===== config.mk =====
export PLATFORM = sky130hd
export DESIGN_NAME = ipfd_cordic_cell
export DESIGN_NICKNAME = d
export VERILOG_FILES = /design/src/ipfd_pkg.sv /design/src/ipfd_cordic_cell.sv
export SDC_FILE = /design/constraint.sdc
export NUM_CORES = 1
export LEC_CHECK = 0
export ABC_AREA = 1
export BUFFER_PORTS_ARGS = -buffer_cell sky130_fd_sc_hd__buf_4
export CAP_MARGIN = 5
export CORE_MARGIN = 3
export CORE_UTILIZATION = 40
export DETAILED_ROUTE_END_ITERATION = 6
export GPL_ROUTABILITY_DRIVEN = 0
export PLACE_DENSITY_LB_ADDON = 0.15
export SYNTH_ARGS = -nofsm -noshare
export SYNTH_HDL_FRONTEND = slang
export SYNTH_SLANG_ARGS = --single-unit

===== constraint.sdc =====
create_clock -name clk -period 2.3 [get_ports clk]
set_input_delay 0.23 -clock clk [delete_from_list [all_inputs] [get_ports clk]]
set_output_delay 0.23 -clock clk [all_outputs]
set_load 0.03 [all_outputs]

===== src/ipfd_pkg.sv =====
// ----------------------------------------------------------------------------
// ipfd_pkg
// Shared constants, types and the CORDIC arctangent table for the I/Q polar
// FM discriminator.
// ----------------------------------------------------------------------------
package ipfd_pkg;

  // default parameter values
  localparam int SAMPLE_BITS_DEF   = 16;
  localparam int PHASE_BITS_DEF    = 16;
  localparam int CORDIC_STAGES_DEF = 16;

  // fixed formats
  localparam int GUARD      = 8;
  localparam int TABLE_LEN  = 24;
  localparam int RATE_BITS  = 24;
  localparam int ADDR_BITS  = 3;
  localparam int DATA_BITS  = 32;

  localparam logic [23:0] INV_GAIN = 24'd10188014;
  localparam logic [RATE_BITS-1:0] SAMPLE_RATE_RST = 24'd48000;

  // register index, taken from paddr[2]
  localparam logic REG_SAMPLE_RATE = 1'b0;

  localparam logic [31:0] HALF_CIRCLE = 32'h8000_0000;

  // control bits carried alongside each sample through the chain
  typedef struct packed {
    logic valid;
    logic zero;
  } cell_ctl_t;

  // round(atan(2^-i) * 2^32 / (2*pi))
  function automatic logic [31:0] atan_entry(input int unsigned idx);
    logic [31:0] a;
    case (idx)
      0:       a = 32'h2000_0000;
      1:       a = 32'h12E4_051E;
      2:       a = 32'h09FB_385B;
      3:       a = 32'h0511_11D4;
      4:       a = 32'h028B_0D43;
      5:       a = 32'h0145_D7E1;
      6:       a = 32'h00A2_F61E;
      7:       a = 32'h0051_7C55;
      8:       a = 32'h0028_BE53;
      9:       a = 32'h0014_5F2F;
      10:      a = 32'h000A_2F98;
      11:      a = 32'h0005_17CC;
      12:      a = 32'h0002_8BE6;
      13:      a = 32'h0001_45F3;
      14:      a = 32'h0000_A2FA;
      15:      a = 32'h0000_517D;
      16:      a = 32'h0000_28BE;
      17:      a = 32'h0000_145F;
      18:      a = 32'h0000_0A30;
      19:      a = 32'h0000_0518;
      20:      a = 32'h0000_028C;
      21:      a = 32'h0000_0146;
      22:      a = 32'h0000_00A3;
      23:      a = 32'h0000_0051;
      default: a = 32'h0000_0000;
    endcase
    return a;
  endfunction

endpackage


===== src/ipfd_cordic_cell.sv =====
// ----------------------------------------------------------------------------
// ipfd_cordic_cell
// One registered CORDIC vectoring micro-rotation with a fixed shift.
// ----------------------------------------------------------------------------
module ipfd_cordic_cell import ipfd_pkg::*; #(
  parameter int          W   = SAMPLE_BITS_DEF + GUARD + 2,
  parameter int unsigned IDX = 0
) (
  input  logic                clk,
  input  logic                rst,
  input  logic                en,
  input  cell_ctl_t           ctl_in,
  input  logic signed [W-1:0] x_in,
  input  logic signed [W-1:0] y_in,
  input  logic        [31:0]  z_in,
  output cell_ctl_t           ctl,
  output logic signed [W-1:0] x,
  output logic signed [W-1:0] y,
  output logic        [31:0]  z
);

  localparam logic [31:0] ANGLE = atan_entry(IDX);

  logic signed [W-1:0] xs;
  logic signed [W-1:0] ys;
  logic signed [W-1:0] x_next;
  logic signed [W-1:0] y_next;
  logic        [31:0]  z_next;

  always_comb begin
    xs = x_in >>> IDX;
    ys = y_in >>> IDX;
    if (!y_in[W-1]) begin
      x_next = x_in + ys;
      y_next = y_in - xs;
      z_next = z_in + ANGLE;
    end else begin
      x_next = x_in - ys;
      y_next = y_in + xs;
      z_next = z_in - ANGLE;
    end
  end

  always_ff @(posedge clk) begin
    if (rst) begin
      ctl <= '0;
    end else if (en) begin
      ctl <= ctl_in;
    end
  end

  always_ff @(posedge clk) begin
    if (en) begin
      x <= x_next;
      y <= y_next;
      z <= z_next;
    end
  end

endmodule


==> reports/qor.yml <==
sta:
  skew_ns: 0
  rsz0062_at_grt: "no"
  min_period_ns: 1.99
  maxSlewHeadroom: 0.688
  finalMaxSlewViolations: 0
  hold_viol_final: 0
  fmax_mhz: 503
  worst_pin_slew_ns: 0.464
  finalCritPeriodShare: 0.865
  fin_setup_tns_ns: 0
  setup_violations: 0
  holdWs_ns: 0.0392
run:
  cap_violations: 0
floorplan:
  fp.dieW_um: 152
  ioPinCount: 175
  die_h_um: 152
  core_area_um2: 20600
  fp.dieArea_um2: 23100
  start_util: 0.414
  core.rowCount: 52
final_layout:
  mostFrequentLayoutCell: "nand2_1"
  filler_cell_count: 2114
  area_growth_pct: 24.4
  final_nets: 1589
  n_antenna_cell: 0
  layout_common_cells: "nand2_1 (377), buf_4 (221), inv_1 (206), nand3_1 (117), edfxtp_1 (83)"
  stdcell_count: 1696
  layout-drive-gt1-share: 0.213
  stdcell_area_um2: 10600
  fin_util: 0.515
logic_synthesis:
  synth_top_family_by_area: "simple AND/OR/NAND/NOR gates"
  ys_ff_latch: 85
  ys.warnings.count: 0
  syn_nets: 1390
  synthAdderAreaFrac: 0.119
  seq_area_frac_synth: 0.297
  syn_inst: 1222
  synth_area_per_cell_um2: 6.98
  synthXorXnorAreaFrac: 0.0164
  synth_compound_area_frac: 0.105
  synthSimpleGateAreaFrac: 0.333
  yosysUniqueCellTypes: 42
  netlist_area_um2: 8530
  synth_mux_area_frac: 0
pwr:
  comb_power_share: 0.397
  max-vdd-ir-drop_mv: 0.289
  pwr-share-seq: 0.317
  p_sw_mw: 2.35
  switching_share: 0.374
  power_density_nw_per_um2: 590
  power.leakage_nw: 5.52
  internal_power_mw: 3.92
  power.share.clock: 0.287
grt:
  antenna_found_initial: 0
  grt_max_degree: 40
  grt_remaining_overflow: 0
  track_usage: 0.220
  first_global_vias: 8065
  grt_pass1_wl_mm: 41.2
run_status:
  status: "complete, no violations"
routing:
  dr.pass1.iters: 5
  wl_mm: 26.1
  viasPerCell: 5.01
  drc: 0
  ant_nets: 0
  wl_per_cell_um: 15.4
  drt-initial-drc-count: 646
  via_count: 8505
setup_path:
  worst_ep_required_time_ns: 2.41
  crit_fanout: 5
  endpoint_kind: "register"
  critPathKind: "input port to register"
  start_kind: "input port"
  arrival_ns: 2.10
clocking:
  cts_hold_buf: 0
  insertion_delay_ns: 0.34
  root_buffer: "clkbuf_16"
  clk_pin_slew_ns: 0.07
  cts_buffers: 9
  tritoncts: "built"
  ctsResizeCount: 0
  cts.htree.levels: 3
  post_cts_buffers: 0
  cts_buffer_depth: 2
  cts_sinks: 85
place:
  placedCellCount: 1680
  postPlaceCellArea_um2: 10300
  dp_hpwl_mm: 21.7
  port_buffers: 174
worst_hold_path:
  min_path_type: "input port to register"
[cell usage after synthesis, drive strengths merged]
| cell type | instances | area share |
|---|---|---|
| a21o | 1 | 0.00088 |
| a21oi | 78 | 0.049 |
| a31oi | 3 | 0.0022 |
| and3 | 1 | 0.00073 |
| buf | 31 | 0.034 |
| clkbuf | 4 | 0.0018 |
| clkinv | 1 | 0.00044 |
| dfxtp | 2 | 0.0047 |
| edfxtp | 83 | 0.29 |
| fa | 4 | 0.0094 |
| ha | 75 | 0.11 |
| inv | 211 | 0.093 |
| nand2 | 392 | 0.18 |
| nand3 | 119 | 0.071 |
| nand3b | 2 | 0.0018 |
| nand4 | 28 | 0.021 |
| nor2 | 87 | 0.052 |
| nor3 | 7 | 0.0059 |
| o211ai | 1 | 0.00088 |
| o21a | 2 | 0.0018 |
| o21ai | 56 | 0.034 |
| o21bai | 11 | 0.011 |
| o22ai | 6 | 0.0044 |
| o31ai | 1 | 0.00088 |
| xnor2 | 4 | 0.0041 |
| xor2 | 12 | 0.012 |
[power groups by stage]
| stage | logic, mW | clock network [mW] | registers, mW |
|---|---|---|---|
| 3_3_place_gp | 2.44 | 0 | 2.02 |
| 5_1_grt | 2.72 | 1.90 | 2.00 |
| 3_5_place_dp | 2.47 | 0 | 2.02 |
| 2_1_floorplan | 1.23 | 0 | 2.38 |
| 6_report | 2.49 | 1.80 | 1.99 |
| 4_1_cts | 2.48 | 1.83 | 1.99 |
[final timing paths]
path	from	endpoint	slack (ns)	cells after the start
setup / recovery	x_in[16]	x[22]	0.31	12
hold / removal	rst	ctl[0]	0.04	2
setup reg to reg	ctl[1]	ctl[1]	1.74	2
hold reg to reg	ctl[0]	ctl[0]	0.46	2
[layer usage]
metal / share of wire / vias to the layer above / track usage
li1: - / 4320 / -
met1: 0.45 / 3838 / 0.291
met2: 0.46 / 298 / 0.369
met3: 0.056 / 49 / 0.0293
met4: 0.030 / 0 / 0.0783
met5: 0 / - / 0
[registers in the layout, indices dropped and copies added, names as in the netlist]
register and count:
ctl 2, x 25, y 26, z 32
[stage by stage]
stage	setup WS [ns]	power, mW
after global routing	0.151	6.63
after global placement	-0.0197	4.46
after detailed placement	-0.0167	4.49
after floorplan	0.489	3.61
final	0.310	6.27
after CTS	0.352	6.30
[cells by family (layout without fill, tap and decap cells)]
logic type               Yosys count  in the layout
XOR/XNOR                          16             16
AND/OR/NAND/NOR                  636            636
AO/OA/AOI/OAI                    159            159
buffers and inverters            247            451
adder cells (fa/ha/maj)           79             79
flip-flops                        85             85
[critical path, cell delays in order]
cell and delay, ns:
buf_4 0.09, inv_1 0.04, ha_1 0.40, buf_4 0.20
nor2_1 0.21, nand2_1 0.15, nor3_2 0.23, nand3_1 0.21
nand3_1 0.13, nand2_1 0.07, nand3_1 0.08, nand2_1 0.06
[cell type report]
class                   instances  area, um2  area share
flip-flops and latches         85       2530       0.239
repair buffers                223       1700       0.160
multi-input cells             890       4900       0.461
clock inverters                 6        118      0.0111
inverters                     212        796      0.0749
clock buffers                  10        239      0.0225
well taps                     270        338      0.0318
(Power assumes the default switching activity.)
