[config.mk]
export PLATFORM = sky130hd
export DESIGN_NAME = ipfd_post
export DESIGN_NICKNAME = d
export VERILOG_FILES = /design/src/ipfd_pkg.sv /design/src/ipfd_post.sv
export SDC_FILE = /design/constraint.sdc
export NUM_CORES = 2
export LEC_CHECK = 0
export CORE_UTILIZATION = 50
export CTS_CLUSTER_DIAMETER = 60
export CTS_CLUSTER_SIZE = 12
export DETAILED_ROUTE_END_ITERATION = 10
export DONT_BUFFER_PORTS = 1
export GPL_TIMING_DRIVEN = 0
export SETUP_SLACK_MARGIN = 0.02
export SYNTH_ARGS = -nofsm -noshare
export SYNTH_HDL_FRONTEND = slang
export SYNTH_SLANG_ARGS = --single-unit
[constraint.sdc]
create_clock -name clk -period 13.2 [get_ports clk]
set_clock_uncertainty 0.2 [all_clocks]
set_input_delay 1.32 -clock clk [delete_from_list [all_inputs] [get_ports clk]]
set_output_delay 1.32 -clock clk [all_outputs]
set_load 0.01 [all_outputs]
[src/ipfd_pkg.sv]
// ----------------------------------------------------------------------------
// ipfd_pkg
// Shared constants, types and the CORDIC arctangent table for the I/Q polar
// FM discriminator.
// ----------------------------------------------------------------------------
package ipfd_pkg;

  // default parameter values
  localparam int SAMPLE_BITS_DEF   = 16;
  localparam int PHASE_BITS_DEF    = 16;
  localparam int CORDIC_STAGES_DEF = 16;

  // fixed formats
  localparam int GUARD      = 8;
  localparam int TABLE_LEN  = 24;
  localparam int RATE_BITS  = 24;
  localparam int ADDR_BITS  = 3;
  localparam int DATA_BITS  = 32;

  localparam logic [23:0] INV_GAIN = 24'd10188014;
  localparam logic [RATE_BITS-1:0] SAMPLE_RATE_RST = 24'd48000;

  // register index, taken from paddr[2]
  localparam logic REG_SAMPLE_RATE = 1'b0;

  localparam logic [31:0] HALF_CIRCLE = 32'h8000_0000;

  // control bits carried alongside each sample through the chain
  typedef struct packed {
    logic valid;
    logic zero;
  } cell_ctl_t;

  // round(atan(2^-i) * 2^32 / (2*pi))
  function automatic logic [31:0] atan_entry(input int unsigned idx);
    logic [31:0] a;
    case (idx)
      0:       a = 32'h2000_0000;
      1:       a = 32'h12E4_051E;
      2:       a = 32'h09FB_385B;
      3:       a = 32'h0511_11D4;
      4:       a = 32'h028B_0D43;
      5:       a = 32'h0145_D7E1;
      6:       a = 32'h00A2_F61E;
      7:       a = 32'h0051_7C55;
      8:       a = 32'h0028_BE53;
      9:       a = 32'h0014_5F2F;
      10:      a = 32'h000A_2F98;
      11:      a = 32'h0005_17CC;
      12:      a = 32'h0002_8BE6;
      13:      a = 32'h0001_45F3;
      14:      a = 32'h0000_A2FA;
      15:      a = 32'h0000_517D;
      16:      a = 32'h0000_28BE;
      17:      a = 32'h0000_145F;
      18:      a = 32'h0000_0A30;
      19:      a = 32'h0000_0518;
      20:      a = 32'h0000_028C;
      21:      a = 32'h0000_0146;
      22:      a = 32'h0000_00A3;
      23:      a = 32'h0000_0051;
      default: a = 32'h0000_0000;
    endcase
    return a;
  endfunction

endpackage

[src/ipfd_post.sv]
// ----------------------------------------------------------------------------
// ipfd_post
// Phase rounding, phase step and the two scaling multiplies, then the
// output register with magnitude rounding and saturation.
// ----------------------------------------------------------------------------
module ipfd_post import ipfd_pkg::*; #(
  parameter int W          = SAMPLE_BITS_DEF + GUARD + 2,
  parameter int PHASE_BITS = PHASE_BITS_DEF
) (
  input  logic                  clk,
  input  logic                  rst,
  input  logic                  en,
  input  cell_ctl_t             ctl_in,
  input  logic signed [W-1:0]   x_in,
  input  logic        [31:0]    z_in,
  input  logic [RATE_BITS-1:0]  sample_rate,
  output logic                  valid,
  output logic        [15:0]    magnitude,
  output logic signed [23:0]    inst_frequency,
  output logic        [15:0]    phase_angle
);

  localparam int MAG_W  = W + 24;
  localparam int FREQ_W = PHASE_BITS + RATE_BITS + 1;
  localparam int MAG_SH = 24 + GUARD;
  localparam int MSH_W  = MAG_W + 1 - MAG_SH;
  localparam logic [31:0] Z_ROUND = 32'(64'd1 << (31 - PHASE_BITS));
  localparam logic [MAG_W:0] M_ROUND = (MAG_W+1)'(64'd1 << (23 + GUARD));

  logic [PHASE_BITS-1:0]   last_phase;
  logic [31:0]             z_rnd;
  logic [PHASE_BITS-1:0]   phase_next;
  logic [PHASE_BITS-1:0]   dp;
  logic [MAG_W-1:0]        mag_prod_next;
  logic signed [FREQ_W-1:0] freq_prod_next;

  logic                    valid_a;
  logic [PHASE_BITS-1:0]   phase_a;
  logic [MAG_W-1:0]        mag_prod;
  logic signed [FREQ_W-1:0] freq_prod;

  logic [MAG_W:0]          mag_sum;
  logic [MSH_W-1:0]        mag_sh;
  logic signed [FREQ_W-1:0] freq_sh;

  // stage A: round the angle, take the step, multiply
  always_comb begin
    z_rnd      = z_in + Z_ROUND;
    phase_next = ctl_in.zero ? '0 : z_rnd[31 -: PHASE_BITS];
    dp         = phase_next - last_phase;   // wraps modulo the full circle
    mag_prod_next  = ctl_in.zero ? '0 :
                     MAG_W'($unsigned(x_in)) * MAG_W'(INV_GAIN);
    freq_prod_next = signed'(dp) * signed'({1'b0, sample_rate});
  end

  always_ff @(posedge clk) begin
    if (rst) begin
      valid_a    <= 1'b0;
      last_phase <= '0;
    end else if (en) begin
      valid_a <= ctl_in.valid;
      if (ctl_in.valid) begin
        last_phase <= phase_next;
      end
    end
  end

  always_ff @(posedge clk) begin
    if (en) begin
      phase_a   <= phase_next;
      mag_prod  <= mag_prod_next;
      freq_prod <= freq_prod_next;
    end
  end

  // stage B: round and saturate magnitude, floor-shift frequency
  always_comb begin
    mag_sum = {1'b0, mag_prod} + M_ROUND;
    mag_sh  = mag_sum[MAG_W -: MSH_W];
    freq_sh = freq_prod >>> PHASE_BITS;
  end

  always_ff @(posedge clk) begin
    if (rst) begin
      valid <= 1'b0;
    end else if (en) begin
      valid <= valid_a;
    end
  end

  always_ff @(posedge clk) begin
    if (en) begin
      magnitude      <= (mag_sh > MSH_W'(17'h0FFFF)) && (MSH_W > 16) ? 16'hFFFF
                                                                      : 16'(mag_sh);
      inst_frequency <= freq_sh[23:0];
      phase_angle    <= 16'(phase_a);
    end
  end

endmodule
==> results.md <==
- The number of fill cells is between 5,000 and 6,000.
- The placement row count is 89.
- The tree built by TritonCTS fans out to roughly 130 sinks.
- The HPWL after detailed placement is about 63,000 um.
- The number of cell instances on the worst register-to-register path is 30.
- Based on the critical path, the design can be clocked at up to about 0.09 GHz.
- The synthesized design devotes to its leading area cell type around two fifths of total area.
- The area growth from synthesis to layout is 5.23%.
- The required time of the worst setup path is between 10 and 15 ns.
- Measured along the y axis, the die boundary spans approximately 250 um.
- Global routing used a little over a quarter of the available tracks.
- After global routing the overflow that remains totals 0.
- The maximum fanout along the worst path is 10.
- The total area of multi-input combinational cells is between 20,000 and 25,000 um^2.
- The final critical-path required period is 11.35 ns.
- Once detail routing completed, the nets flagged for antenna violations numbered 0.
- The final critical path takes up between 80 and 90% of the cycle.
- The initial utilization of the core area, before any placement, comes to about 50%.
- The die area is 60,500 um^2.
- The number of standard cells after synthesis is between 3,000 and 4,000.
- approximately 140 I/O pins were placed.
- The end of the worst register-to-register path is freq_prod[39].
- Each instance of the synthesized netlist takes up on average around 9.7 um^2.
- In this run the register-to-register setup slack is 3.30 ns.
- The first global-routing pass estimated between 100,000 and 150,000 um of wire.
- Summed over all instances, the cell type with the most area after synthesis is sky130_fd_sc_hd__fa_1.
- The relative max-transition margin is between 20% and 30%.
- The sequential area share after synthesis is 12.8%.
- The initial antenna violation count is 2.
- The commonest cells after synthesis are sky130_fd_sc_hd__inv_1 (902), sky130_fd_sc_hd__fa_1 (602), sky130_fd_sc_hd__ha_1 (390).
- No sink is reached through more buffers than the 2 on the longest clock path.
- For the pin with the worst max-slew slack, the measured transition is about 1.1 ns.
- The startpoint identified for the worst hold timing path is freq_prod[19].
- The die width is 246 um.
- The dominant synthesized flop cell is sky130_fd_sc_hd__edfxtp_1.
- In this run the tool buffered the top-level ports with 0 buffer cells.
- The post-cts resize count is 0.
- After detailed routing, the number of remaining DRC violations is 0.
- Setup violations remaining at the end of the flow were counted as 0.
- Across the run, the number of max-cap violations was 0.
- In the post-synthesis netlist, the cell with the most instances is sky130_fd_sc_hd__inv_1.
- The flow ran to the end, and the final reports show no timing, DRC or antenna violations.
- The maximum single-stage delay on the critical path is about 0.86 ns.
- The number of flops mapped to enable cells by yosys is roughly 120.
- For the worst-skew pair, the clock arrives at the later sink with an insertion delay of about 0.47 ns.
- The total routed wirelength is about 74,000 um.
- Across the whole layout, storage elements account for 3810 um^2.
- Clock-pin slew was measured on the worst setup and hold paths at about 0.070 ns.
- In this run, synthesis produced a sequential element count of 133.
- The count of buffers added by post-CTS timing repair for setup is 0.
- For this block, the via count after detailed routing is between 15,000 and 20,000.
- The number of synthesis warnings is 0.
- The class of the tightest hold or removal check is flip-flop to flip-flop.
- In this run the clock root is driven by a sky130_fd_sc_hd__clkbuf_16.
- The detailed router finished its first iteration with between 900 and 1,000 violations.
- The final layout contains 4,163 nets.
- For this run, the detailed router's first-pass iteration total came to 7.
- The fraction of final layout cells sized beyond drive strength 1 is 1.74%.
- The critical register-to-register path startpoint is last_phase[0].
- The pin count of the biggest net entering global routing is 120.
- Ranked by total cell area, the synthesized netlist is headed by sky130_fd_sc_hd__fa_1 (41%), sky130_fd_sc_hd__ha_1 (16%), sky130_fd_sc_hd__edfxtp_1 (12%).
- The via count normalized by instance count is approximately 5.2.
- In the final routed layout, each cell accounts on average for ~19 um.
- At the end of routability-driven placement, the weighted congestion stood at between 0.9 and 1.
- Cells fill approximately 53% of the core in the end.
- The max-slew violation count is 0.
- Timing analysis after detailed placement gives a worst setup slack of approximately 1.3 ns.
- The unique cell type count in the Yosys netlist is 71.
- The repair_antennas step left the layout with diodes totalling 0.
- The kind of start point of the critical path is an input port.
- Setup slack on the critical path of the routed design comes to approximately 1.8 ns.
- Along the worst hold path, the cell count comes to 0.
- The number of buffers inserted for hold repair after clock tree synthesis is 0.
- For the final routed database, the setup TNS stands at 0 ns.
- The critical path is of the input port to flip-flop type.
- Clock tree synthesis inserted a total of 17 buffers.
- Setup repair after global routing left no endpoint under its margin.
- Among the stages of the critical path, the cell type that occurs most often is sky130_fd_sc_hd__fa_1.
- Counting every net in the synthesized netlist gives approximately 4,100.
- The number of global-route vias before repair came to approximately 22,000.
- The cell with the largest stage delay on the worst path is sky130_fd_sc_hd__xnor2_1.
- The TritonCTS clock tree is done.
- After synthesis the cells add up to 29,700 um^2.
- The H-tree was split into 4 levels.
- The proportion of register bits with asynchronous set or reset after synthesis is 0%.
- The endpoint class of the critical path is a flip-flop.
- The area of the core is ~59,000 um^2.
- The hold violation total from the final report is 0.
- The arrival time of data at the critical path endpoint is around 11 ns.
- The worst hold path terminates at inst_frequency[3].
critical path: cells and delay by family:
family / cells / cell delay (ns)
compound gates: 12 / 2.73
xor+xnor: 2 / 1.21
fa+ha+maj: 8 / 3.72
buf+inv: 6 / 1.64
simple gates: 4 / 0.71
state kept, by name, summed over array words and instances (netlist names):
| signal | flops |
|---|---|
| valid_a | 1 |
| phase_angle | 16 |
| valid | 1 |
| last_phase | 16 |
| mag_prod | 19 |
| freq_prod | 24 |
| inst_frequency | 24 |
| magnitude | 16 |
| phase_a | 16 |
through the flow:
| stage | std cells | hold WS, ns | area, um^2 |
|---|---|---|---|
| floorplan | 3065 | 0.200 | 29700 |
| global placement | 3838 | 0.204 | 30700 |
| detailed placement | 3838 | 0.205 | 30700 |
| CTS | 3870 | 0.213 | 31300 |
| global route | 3870 | 0.223 | 31300 |
| finish | 3870 | 0.213 | 31300 |
placed cells by master, fill, tap and decap left out, types with 3 or more instances in the layout:
| cell type | count |
|---|---|
| sky130_fd_sc_hd__a211o_1 | 5 |
| sky130_fd_sc_hd__a211oi_1 | 6 |
| sky130_fd_sc_hd__a21o_1 | 23 |
| sky130_fd_sc_hd__a21oi_1 | 79 |
| sky130_fd_sc_hd__a21oi_2 | 4 |
| sky130_fd_sc_hd__a31oi_1 | 9 |
| sky130_fd_sc_hd__and2_1 | 100 |
| sky130_fd_sc_hd__and3_1 | 16 |
| sky130_fd_sc_hd__and4_1 | 3 |
| sky130_fd_sc_hd__buf_1 | 3 |
| sky130_fd_sc_hd__clkbuf_1 | 65 |
| sky130_fd_sc_hd__clkbuf_16 | 17 |
| sky130_fd_sc_hd__clkinv_4 | 3 |
| sky130_fd_sc_hd__dfxtp_1 | 18 |
| sky130_fd_sc_hd__edfxtp_1 | 115 |
| sky130_fd_sc_hd__fa_1 | 602 |
| sky130_fd_sc_hd__ha_1 | 390 |
| sky130_fd_sc_hd__inv_1 | 902 |
| sky130_fd_sc_hd__inv_6 | 3 |
| sky130_fd_sc_hd__inv_8 | 4 |
| sky130_fd_sc_hd__nand2_1 | 321 |
| sky130_fd_sc_hd__nand2b_1 | 33 |
| sky130_fd_sc_hd__nand3_1 | 23 |
| sky130_fd_sc_hd__nand4_1 | 16 |
| sky130_fd_sc_hd__nor2_1 | 79 |
| sky130_fd_sc_hd__nor2b_1 | 41 |
| sky130_fd_sc_hd__nor3_1 | 17 |
| sky130_fd_sc_hd__nor4_1 | 3 |
| sky130_fd_sc_hd__o211ai_1 | 3 |
| sky130_fd_sc_hd__o21a_1 | 12 |
| sky130_fd_sc_hd__o21ai_0 | 39 |
| sky130_fd_sc_hd__o21bai_1 | 7 |
| sky130_fd_sc_hd__or3_1 | 10 |
| sky130_fd_sc_hd__xnor2_1 | 37 |
| sky130_fd_sc_hd__xor2_1 | 36 |
cell type report:
cell class / count / share of cell area [%]
plain buffers: 70 / 0.847
clock buffers: 17 / 1.36
multi-input cells: 1960 / 71.2
flip-flops and latches: 133 / 12.2
well taps: 773 / 3.09
clock inverters: 15 / 0.520
inverters: 902 / 10.8
how the worst max path moves through the flow:
| stage | slack (ns) | end | depth (start not counted) | startpoint |
|---|---|---|---|---|
| after floorplan | 3.56 | freq_prod[39] | 34 | z_in[15] |
| after detailed placement | 1.33 | freq_prod[39] | 33 | ctl_in[0] |
| after global routing | 1.24 | freq_prod[39] | 33 | ctl_in[0] |
| after CTS | 1.84 | freq_prod[39] | 33 | ctl_in[0] |
| after global placement | 1.51 | freq_prod[39] | 32 | ctl_in[0] |
| final | 1.85 | freq_prod[39] | 32 | ctl_in[0] |
metal layers:
layer	share of wire, %	up-vias	track usage, %
li1	-	9233	-
met1	41	10200	33.3
met5	0.017	-	0
met3	4.8	94	4.08
met2	51	438	46.0
met4	3.1	2	8.18
cells by family after synthesis:
logic type / after synthesis / synth area share [%]
buffers and inverters: 972 / 12.3
AND/OR/NAND/NOR: 668 / 10.6
XOR/XNOR: 75 / 2.28
AO/OA/AOI/OAI: 222 / 5.02
adder cells (fa/ha/maj): 992 / 56.9
multiplexers: 3 / 0.109
flip-flops: 133 / 12.8
Power is not shown: default switching activity piles up to over one toggle a cycle in this logic, so the estimate is an artifact.
